===== src/rtl/pts_pkg.sv =====
// pts_pkg: shared constants, types and codes for the priority task scheduler
// no dependencies; imported by pts_walk_unit, priority_task_scheduler and the testbench
package pts_pkg;

  localparam int MAX_TASKS = 9;
  localparam int TICK_BITS = 32;
  localparam int ADDR_W    = $clog2(MAX_TASKS);
  localparam int CNT_W     = $clog2(MAX_TASKS + 1);

  localparam int IN_DATA_W  = 48;
  localparam int IN_USER_W  = 3;
  localparam int OUT_DATA_W = 48;

  typedef enum logic [2:0] {
    ACT_CREATE   = 3'd0,
    ACT_DELAY    = 3'd1,
    ACT_SUSPEND  = 3'd2,
    ACT_ACTIVATE = 3'd3,
    ACT_TICK     = 3'd4
  } action_t;

  typedef enum logic [1:0] {
    MODE_READY     = 2'd0,
    MODE_RUNNING   = 2'd1,
    MODE_WAITING   = 2'd2,
    MODE_SUSPENDED = 2'd3
  } mode_t;

  typedef enum logic [2:0] {
    S_IDLE,
    S_APPLY,
    S_WAKE,
    S_DISP,
    S_COMMIT,
    S_DONE
  } state_t;

  // per-entry result of the shared walk unit
  typedef struct packed {
    logic                 runnable;
    logic                 waiting;
    logic                 better;
    logic [TICK_BITS-1:0] cd_dec;
    logic                 cd_zero;
  } walk_res_t;

endpackage


===== src/rtl/pts_walk_unit.sv =====
// pts_walk_unit: evaluates one table entry per cycle for the wake and dispatch walks
// depends on pts_pkg
module pts_walk_unit import pts_pkg::*; (
  input  mode_t                mode,
  input  logic [7:0]           prio,
  input  logic [TICK_BITS-1:0] countdown,
  input  logic [7:0]           best_prio,
  input  logic                 found,
  output walk_res_t            res
);

  logic [TICK_BITS-1:0] dec;

  assign dec = countdown - {{(TICK_BITS-1){1'b0}}, 1'b1};

  always_comb begin
    res.runnable = (mode == MODE_READY) || (mode == MODE_RUNNING);
    res.waiting  = (mode == MODE_WAITING);
    // first runnable entry always wins, later ones only on strictly higher priority
    res.better   = res.runnable && (!found || (prio > best_prio));
    res.cd_dec   = dec;
    res.cd_zero  = (dec == '0);
  end

endmodule


===== src/rtl/priority_task_scheduler.sv =====
// priority_task_scheduler: fixed-priority task table with create, delay, suspend,
// activate and tick items; one result item per input item; depends on pts_pkg, pts_walk_unit
// steps: create and unused codes apply then done; other items apply, a wake walk over the
// n tasks for tick only, a dispatch walk over the n tasks, commit and done; output stalls hold done
// one item at a time: the next item is taken only once the result has been loaded for output
// reset: synchronous active-low rst_n clears task count, running index and tick count
module priority_task_scheduler import pts_pkg::*; (
  input  logic                  clk,
  input  logic                  rst_n,
  input  logic                  in_tvalid,
  output logic                  in_tready,
  // [7:0] task_priority_in, [8] start_suspended, [40:9] delay_ticks,
  // [44:41] target_task, [47:45] zero
  input  logic [IN_DATA_W-1:0]  in_tdata,
  // [2:0] action
  input  logic [IN_USER_W-1:0]  in_tuser,
  output logic                  out_tvalid,
  input  logic                  out_tready,
  // [3:0] running_task, [4] switched, [5] create_ok, [9:6] new_task_index,
  // [41:10] tick_count, [47:42] zero
  output logic [OUT_DATA_W-1:0] out_tdata
);

  state_t state_r, state_nxt;

  logic [CNT_W-1:0]     total_r, total_nxt;
  logic [CNT_W-1:0]     running_r, running_nxt;
  logic [TICK_BITS-1:0] ticks_r, ticks_nxt;
  logic [CNT_W-1:0]     idx_r, idx_nxt;
  logic [7:0]           best_r, best_nxt;
  logic                 found_r, found_nxt;
  logic [CNT_W-1:0]     pick_r, pick_nxt;
  logic                 sw_r, sw_nxt;
  logic                 ok_r, ok_nxt;
  logic [CNT_W-1:0]     newidx_r, newidx_nxt;
  logic                 out_valid_r, out_valid_nxt;
  logic [OUT_DATA_W-1:0] out_data_r, out_data_nxt;

  action_t              act_r;
  logic [7:0]           prio_in_r;
  logic                 susp_r;
  logic [TICK_BITS-1:0] delay_r;
  logic [3:0]           target_r;

  logic [7:0]           task_prio [0:MAX_TASKS-1];
  mode_t                task_mode [0:MAX_TASKS-1];
  logic [TICK_BITS-1:0] task_cd   [0:MAX_TASKS-1];

  // single table write port
  logic                 wr_mode_en, wr_cd_en, wr_prio_en;
  logic [ADDR_W-1:0]    wr_addr;
  mode_t                wr_mode;
  logic [TICK_BITS-1:0] wr_cd;
  logic [7:0]           wr_prio;

  logic                 in_fire;
  logic                 cur_live;
  logic                 idx_live;
  logic                 out_free;
  walk_res_t            walk;

  assign in_tready  = (state_r == S_IDLE);
  assign in_fire    = in_tvalid && in_tready;
  assign cur_live   = running_r < total_r;
  assign idx_live   = idx_r < total_r;
  assign out_free   = !out_valid_r || out_tready;
  assign out_tvalid = out_valid_r;
  assign out_tdata  = out_data_r;

  pts_walk_unit u_walk (
    .mode      (task_mode[idx_r[ADDR_W-1:0]]),
    .prio      (task_prio[idx_r[ADDR_W-1:0]]),
    .countdown (task_cd[idx_r[ADDR_W-1:0]]),
    .best_prio (best_r),
    .found     (found_r),
    .res       (walk)
  );

  // next state
  always_comb begin
    state_nxt = state_r;
    case (state_r)
      S_IDLE: begin
        if (in_fire) state_nxt = S_APPLY;
      end
      S_APPLY: begin
        case (act_r)
          ACT_DELAY, ACT_SUSPEND, ACT_ACTIVATE: state_nxt = S_DISP;
          ACT_TICK:                             state_nxt = S_WAKE;
          default:                              state_nxt = S_DONE;
        endcase
      end
      S_WAKE: begin
        if (!idx_live) state_nxt = S_DISP;
      end
      S_DISP: begin
        if (!idx_live) state_nxt = S_COMMIT;
      end
      S_COMMIT: state_nxt = S_DONE;
      S_DONE: begin
        if (out_free) state_nxt = S_IDLE;
      end
      default: state_nxt = S_IDLE;
    endcase
  end

  // datapath and table writes
  always_comb begin
    total_nxt     = total_r;
    running_nxt   = running_r;
    ticks_nxt     = ticks_r;
    idx_nxt       = idx_r;
    best_nxt      = best_r;
    found_nxt     = found_r;
    pick_nxt      = pick_r;
    sw_nxt        = sw_r;
    ok_nxt        = ok_r;
    newidx_nxt    = newidx_r;
    out_valid_nxt = out_valid_r && !out_tready;
    out_data_nxt  = out_data_r;
    wr_mode_en    = 1'b0;
    wr_cd_en      = 1'b0;
    wr_prio_en    = 1'b0;
    wr_addr       = running_r[ADDR_W-1:0];
    wr_mode       = MODE_READY;
    wr_cd         = delay_r;
    wr_prio       = prio_in_r;

    case (state_r)
      S_IDLE: begin
        sw_nxt     = 1'b0;
        ok_nxt     = 1'b0;
        newidx_nxt = '0;
        idx_nxt    = '0;
        found_nxt  = 1'b0;
        best_nxt   = '0;
      end
      S_APPLY: begin
        pick_nxt = total_r;
        case (act_r)
          ACT_CREATE: begin
            if (total_r < CNT_W'(MAX_TASKS)) begin
              wr_addr    = total_r[ADDR_W-1:0];
              wr_mode_en = 1'b1;
              wr_cd_en   = 1'b1;
              wr_prio_en = 1'b1;
              wr_mode    = susp_r ? MODE_SUSPENDED : MODE_READY;
              wr_cd      = '0;
              total_nxt  = total_r + CNT_W'(1);
              ok_nxt     = 1'b1;
              newidx_nxt = total_r;
            end
          end
          ACT_DELAY: begin
            wr_mode_en = cur_live;
            wr_cd_en   = cur_live;
            wr_mode    = MODE_WAITING;
          end
          ACT_SUSPEND: begin
            wr_mode_en = cur_live;
            wr_mode    = MODE_SUSPENDED;
          end
          ACT_ACTIVATE: begin
            wr_addr    = target_r[ADDR_W-1:0];
            wr_mode_en = CNT_W'(target_r) < total_r;
            wr_mode    = MODE_READY;
          end
          ACT_TICK: begin
            ticks_nxt = ticks_r + {{(TICK_BITS-1){1'b0}}, 1'b1};
          end
          default: begin
          end
        endcase
      end
      S_WAKE: begin
        wr_addr = idx_r[ADDR_W-1:0];
        if (idx_live) begin
          idx_nxt    = idx_r + CNT_W'(1);
          wr_cd_en   = walk.waiting;
          wr_cd      = walk.cd_dec;
          wr_mode_en = walk.waiting && walk.cd_zero;
          wr_mode    = MODE_READY;
        end else begin
          idx_nxt = '0;
        end
      end
      S_DISP: begin
        if (idx_live) begin
          idx_nxt = idx_r + CNT_W'(1);
          if (walk.better) begin
            found_nxt = 1'b1;
            best_nxt  = task_prio[idx_r[ADDR_W-1:0]];
            pick_nxt  = idx_r;
          end
        end
      end
      S_COMMIT: begin
        wr_addr = pick_r[ADDR_W-1:0];
        if (pick_r != running_r) begin
          running_nxt = pick_r;
          sw_nxt      = 1'b1;
          wr_mode_en  = pick_r < total_r;
          wr_mode     = MODE_RUNNING;
        end
      end
      S_DONE: begin
        if (out_free) begin
          out_valid_nxt = 1'b1;
          out_data_nxt  = '0;
          out_data_nxt[3:0]   = 4'(running_r);
          out_data_nxt[4]     = sw_r;
          out_data_nxt[5]     = ok_r;
          out_data_nxt[9:6]   = 4'(newidx_r);
          out_data_nxt[41:10] = 32'(ticks_r);
        end
      end
      default: begin
      end
    endcase
  end

  always_ff @(posedge clk) begin
    if (!rst_n) begin
      state_r     <= S_IDLE;
      total_r     <= '0;
      running_r   <= '0;
      ticks_r     <= '0;
      out_valid_r <= 1'b0;
      idx_r       <= '0;
      found_r     <= 1'b0;
      sw_r        <= 1'b0;
      ok_r        <= 1'b0;
    end else begin
      state_r     <= state_nxt;
      total_r     <= total_nxt;
      running_r   <= running_nxt;
      ticks_r     <= ticks_nxt;
      out_valid_r <= out_valid_nxt;
      idx_r       <= idx_nxt;
      found_r     <= found_nxt;
      sw_r        <= sw_nxt;
      ok_r        <= ok_nxt;
    end
  end

  always_ff @(posedge clk) begin
    best_r     <= best_nxt;
    pick_r     <= pick_nxt;
    newidx_r   <= newidx_nxt;
    out_data_r <= out_data_nxt;
    if (in_fire) begin
      act_r     <= action_t'(in_tuser[2:0]);
      prio_in_r <= in_tdata[7:0];
      susp_r    <= in_tdata[8];
      delay_r   <= TICK_BITS'(in_tdata[40:9]);
      target_r  <= in_tdata[44:41];
    end
    if (wr_mode_en) task_mode[wr_addr] <= wr_mode;
    if (wr_cd_en)   task_cd[wr_addr]   <= wr_cd;
    if (wr_prio_en) task_prio[wr_addr] <= wr_prio;
  end

  // running index is either a live task or the "none" value equal to the count
  a_running_range: assert property (@(posedge clk) disable iff (!rst_n)
    running_r <= total_r)
    else $error("running index beyond task count");

  a_total_range: assert property (@(posedge clk) disable iff (!rst_n)
    total_r <= CNT_W'(MAX_TASKS))
    else $error("task count beyond table size");

  // table only grows, one entry per create
  a_total_step: assert property (@(posedge clk) disable iff (!rst_n)
    (total_r == $past(total_r)) || (total_r == $past(total_r) + CNT_W'(1)))
    else $error("task count changed by more than one");

  // a result is only loaded once the previous one has been taken
  a_no_overwrite: assert property (@(posedge clk) disable iff (!rst_n)
    (out_valid_r && !out_tready) |=> out_valid_r && $stable(out_data_r))
    else $error("pending result item overwritten");

endmodule


===== config.mk =====
export PLATFORM = sky130hd
export DESIGN_NAME = priority_task_scheduler
export DESIGN_NICKNAME = d
export VERILOG_FILES = /design/src/rtl/pts_pkg.sv /design/src/rtl/pts_walk_unit.sv /design/src/rtl/priority_task_scheduler.sv
export SDC_FILE = /design/constraint.sdc
export NUM_CORES = 1
export LEC_CHECK = 0
export BUFFER_PORTS_ARGS = -buffer_cell sky130_fd_sc_hd__buf_2
export CELL_PAD_IN_SITES_DETAIL_PLACEMENT = 1
export CELL_PAD_IN_SITES_GLOBAL_PLACEMENT = 1
export CORE_MARGIN = 2
export CORE_UTILIZATION = 52
export CTS_CLUSTER_SIZE = 30
export DETAILED_ROUTE_END_ITERATION = 8
export PLACE_DENSITY_LB_ADDON = 0.1
export SLEW_MARGIN = 20
export SYNTH_ARGS = -nofsm -noshare
export SYNTH_HDL_FRONTEND = slang
export SYNTH_SLANG_ARGS = --single-unit

===== constraint.sdc =====
create_clock -name clk -period 6.05 [get_ports clk]
set_clock_uncertainty 0.15 [all_clocks]
set_input_delay 0.9075 -clock clk [delete_from_list [all_inputs] [get_ports clk]]
set_output_delay 0.9075 -clock clk [all_outputs]
set_load 0.03 [all_outputs]

==> results.txt <==
----------------------------------------------------
[Outcome]
  Status ... complete, no violations

[Clocking]
  Largest buffer count on any clock path ... 3
  Clock tree from TritonCTS ... built
  Clock latency of the later-clocked register in the worst-skew pair ... 600 ps
  TritonCTS Buffers ... 55
  Hold-fix buffer count after cts ... 0
  Resized cells post-CTS ... 0
  Number of setup buffers added after CTS ... 0
  Clock transition at the registers of the reported paths ... 60 ps
  Root Buffer Master ... sky130_fd_sc_hd__clkbuf_16
  Clock sink total ... 539
  H-tree levels ... 2

[Setup path]
  Worst reg2reg setup slack ... 1000 ps
  Top Family by Delay on Critical Path ... simple AND/OR/NAND/NOR gates
  Number of gates on the worst path with buffers counted ... 11
  Critical-path top delay cell ... sky130_fd_sc_hd__dfxtp_4
  Biggest fanout along the worst timing path ... 61
  Worst path max stage delay ... 1000 ps
  CP endpoint kind ... register
  Kind of critical path ... reg2reg
  Cell breakdown of the critical path ... buf_12 > mux2_1 > o22ai_1 > o31ai_1 > or3_1 > or2_2 > or4_4 > xnor2_2 > nor4_2 > a31oi_4 > nor2_1
  Required time worst endpoint ... 6190 ps
  WP buf/inv ... 1
  Data arrival at the endpoint of the critical path ... 5190 ps
  Setup crit start kind ... register
  Register-to-Register Path Depth ... 11

[Place]
  Dpl hpwl ... 33400 um
  Final weighted congestion in routability-driven placement ... 0.873
  Port Buf Inserts ... 95
  Setup Slack @ Placement ... 1030 ps

[Timing]
  Unrepaired setup endpoints after global routing ... false
  Finish-stage setup viols ... 0
  Time the final worst path needs with I/O delays and setup ... 5050 ps
  Tightest Pin Transition ... 1120 ps
  Share of the cycle needed by the critical path after routing ... 83.5%
  Worst setup margin ... 999 ps
  Final-layout setup total negative slack ... 0 ps
  Max-slew violations ... 0
  FMAX ... 198 MHz
  Worst slew margin relative to its limit ... 24.8%
  Final hold violation count ... 0

[Logic synthesis]
  Share of Yosys cell area claimed by the top area cell type ... 64.3%
  Synth unique cells ... 77
  Most area-consuming cells after synthesis ... sky130_fd_sc_hd__edfxtp_1 (64%), sky130_fd_sc_hd__dfxtp_1 (4.9%), sky130_fd_sc_hd__mux4_2 (3.8%), sky130_fd_sc_hd__mux2i_1 (3.3%), sky130_fd_sc_hd__mux2_2 (1.7%)
  Number of enable flip-flop cells after synthesis ... 484
  Post-synth top area cell ... sky130_fd_sc_hd__edfxtp_1
  Yosys warnings ... 0
  Post-synth design cell area ... 22600 sq um
  Predominant post-synthesis flop cell ... sky130_fd_sc_hd__edfxtp_1
  Seq/Total Area, Yosys ... 69.2%
  Number of instances in the synthesized netlist ... 1474
  Share of synthesized registers carrying an async set or reset ... 0%
  Post-Synthesis Mean Instance Area ... 15.3 sq um
  Flip-flop and latch count after synthesis ... 539

[Detailed routing]
  Count of TritonRoute iterations in the first routing pass ... 7
  Aggregate routed wire length ... 53800 um
  DRC violations left ... 0
  Antenna viol nets, final ... 0
  Number of vias after detailed routing ... 13000
  Number of vias per cell ... 5.86
  DRC marker count from the first detailed-route iteration ... 830
  Routed len/inst ... 24.2 um

[Floorplan]
  Overall die area ... 45100 sq um
  Core region area ... 43000 sq um
  Cell Rows ... 76
  Initial cell density of the core ... 52.6%
  Number of top-level pins ... 105
  Die outline height ... 212 um
  Die width ... 212 um

[Power]
  Leakage power summed over all cells ... 0.00832 uW
  Maximum ir drop on the vdd rail ... 0.000266 V
  Power density relative to cell area ... 340 nW/um^2
  Total power ... 8670 uW

[GRT]
  Via count of the first global-routing pass ... 13800
  Global route overflow ... 0
  First-pass GRT wire length ... 82300 um
  Total Routing Usage GR ... 24.5%
  Maximum number of pins on one net before global-route repair ... 62
  Antenna violations before repair ... 0

[Finish]
  Filler Cell Count ... 3982
  Share of cells above drive strength 1 ... 19.5%
  Net total in the final layout ... 1672
  Number of inserted diodes ... 0
  Area overhead of the layout relative to synthesis ... 13.0%

[Worst hold path]
  Class of the worst hold path ... reg2reg
  WHS Path Cells ... 0

[Flow run]
  Max cap viols ... 0

----------------------------------------------------
[power breakdown]
part | switching (uW) | internal (uW) | leakage [uW]
clock | 1390 | 1920 | 0.000848
sequential | 123 | 4380 | 0.00483
combinational | 613 | 241 | 0.00264
[synthesized netlist by cell type, drive strengths merged (3+ instances only)]
master and instances:
a2111oi 4, a211oi 6, a21boi 14, a21o 8
a21oi 21, a22o 25, a31o 3, a31oi 5
and2 38, and3 12, buf 39, clkbuf 36
dfxtp 55, edfxtp 484, ha 26, inv 21
mux2 48, mux2i 75, mux4 38, nand2 87
nand2b 10, nand3 59, nand4 14, nor2 82
nor2b 30, nor3 15, nor4 8, nor4b 3
o21a 4, o21ai 54, o22ai 21, o2bb2ai 3
o31a 7, o31ai 19, or2 3, or3 11
xnor2 43, xor2 19
[path summary, 6_finish.rpt]
kind | from | endpoint
setup / recovery | register | task_mode[8][1]
hold / removal | newidx_r[1] | out_tdata[7]
setup reg to reg | register | task_mode[8][1]
hold reg to reg | newidx_r[1] | out_tdata[7]
[stage by stage]
stage          area [sq um]  util, %  cells  hold slack (ps)
2_1_floorplan         22600        -   1479              250
3_3_place_gp          23800     55.3   2119              262
3_5_place_dp          23800     55.3   2119              263
4_1_cts               25500     59.4   2222              274
5_1_grt               25500     59.4   2222              285
6_report              25500     59.4   2222              266
[cell usage in the layout, fill, tap and decap left out, types with 21 or more instances in the layout]
cell type / instances
sky130_fd_sc_hd__buf_2: 95
sky130_fd_sc_hd__mux4_2: 38
sky130_fd_sc_hd__o21ai_0: 51
sky130_fd_sc_hd__nor2_1: 73
sky130_fd_sc_hd__nor2b_1: 29
sky130_fd_sc_hd__xnor2_1: 42
sky130_fd_sc_hd__a21oi_1: 21
sky130_fd_sc_hd__mux2_2: 34
sky130_fd_sc_hd__edfxtp_1: 484
sky130_fd_sc_hd__and2_1: 37
sky130_fd_sc_hd__mux2i_1: 74
sky130_fd_sc_hd__nand2_1: 84
sky130_fd_sc_hd__dfxtp_1: 51
sky130_fd_sc_hd__a22o_1: 25
sky130_fd_sc_hd__ha_1: 26
sky130_fd_sc_hd__buf_4: 34
sky130_fd_sc_hd__clkbuf_16: 56
sky130_fd_sc_hd__nand3_1: 59
[cell families (layout without fill, tap and decap cells)]
kind of cell / after synthesis / in the layout / share of synthesized area [%]
flops: 539 / 539 / 69.2
simple gates: 380 / 380 / 8.57
compound gates: 209 / 209 / 6.60
mux: 161 / 161 / 9.56
buf+inv: 96 / 254 / 2.18
xor+xnor: 62 / 62 / 2.44
fa+ha+maj: 26 / 26 / 1.44
other cells: 1 / 6 / 0.0166
[layer usage]
layer  global-route usage (%)  share of wire [%]  up-vias
met1                     32.9                 43     6718
met4                     6.58                2.2        0
met3                     3.74                4.4       88
li1                         -                  -     5886
met5                        0                  0        -
met2                     41.7                 50      323
[registers in the layout, indices dropped and copies added, names as in the netlist, named ones only]
signal      flops
running_r       4
susp_r          1
idx_r           4
state_r         3
out_tdata      42
target_r        4
found_r         1
newidx_r        4
out_tvalid      1
task_prio      72
delay_r        32
task_cd       288
prio_in_r       8
act_r           3
sw_r            1
ok_r            1
ticks_r        32
total_r         4
best_r          8
pick_r          4
task_mode      18
[area by class of cell]
| type | instances | area, sq um | share of cell area, % |
|---|---|---|---|
| clock inverter | 28 | 262 | 1.02 |
| tap | 585 | 732 | 2.87 |
| timing repair buffer | 130 | 751 | 2.94 |
| sequential | 539 | 15600 | 61.3 |
| clock buffer | 75 | 1480 | 5.81 |
| inverter | 21 | 78.8 | 0.309 |
| multi-input combinational | 844 | 6580 | 25.8 |
Power figures use the tool's default switching activity.
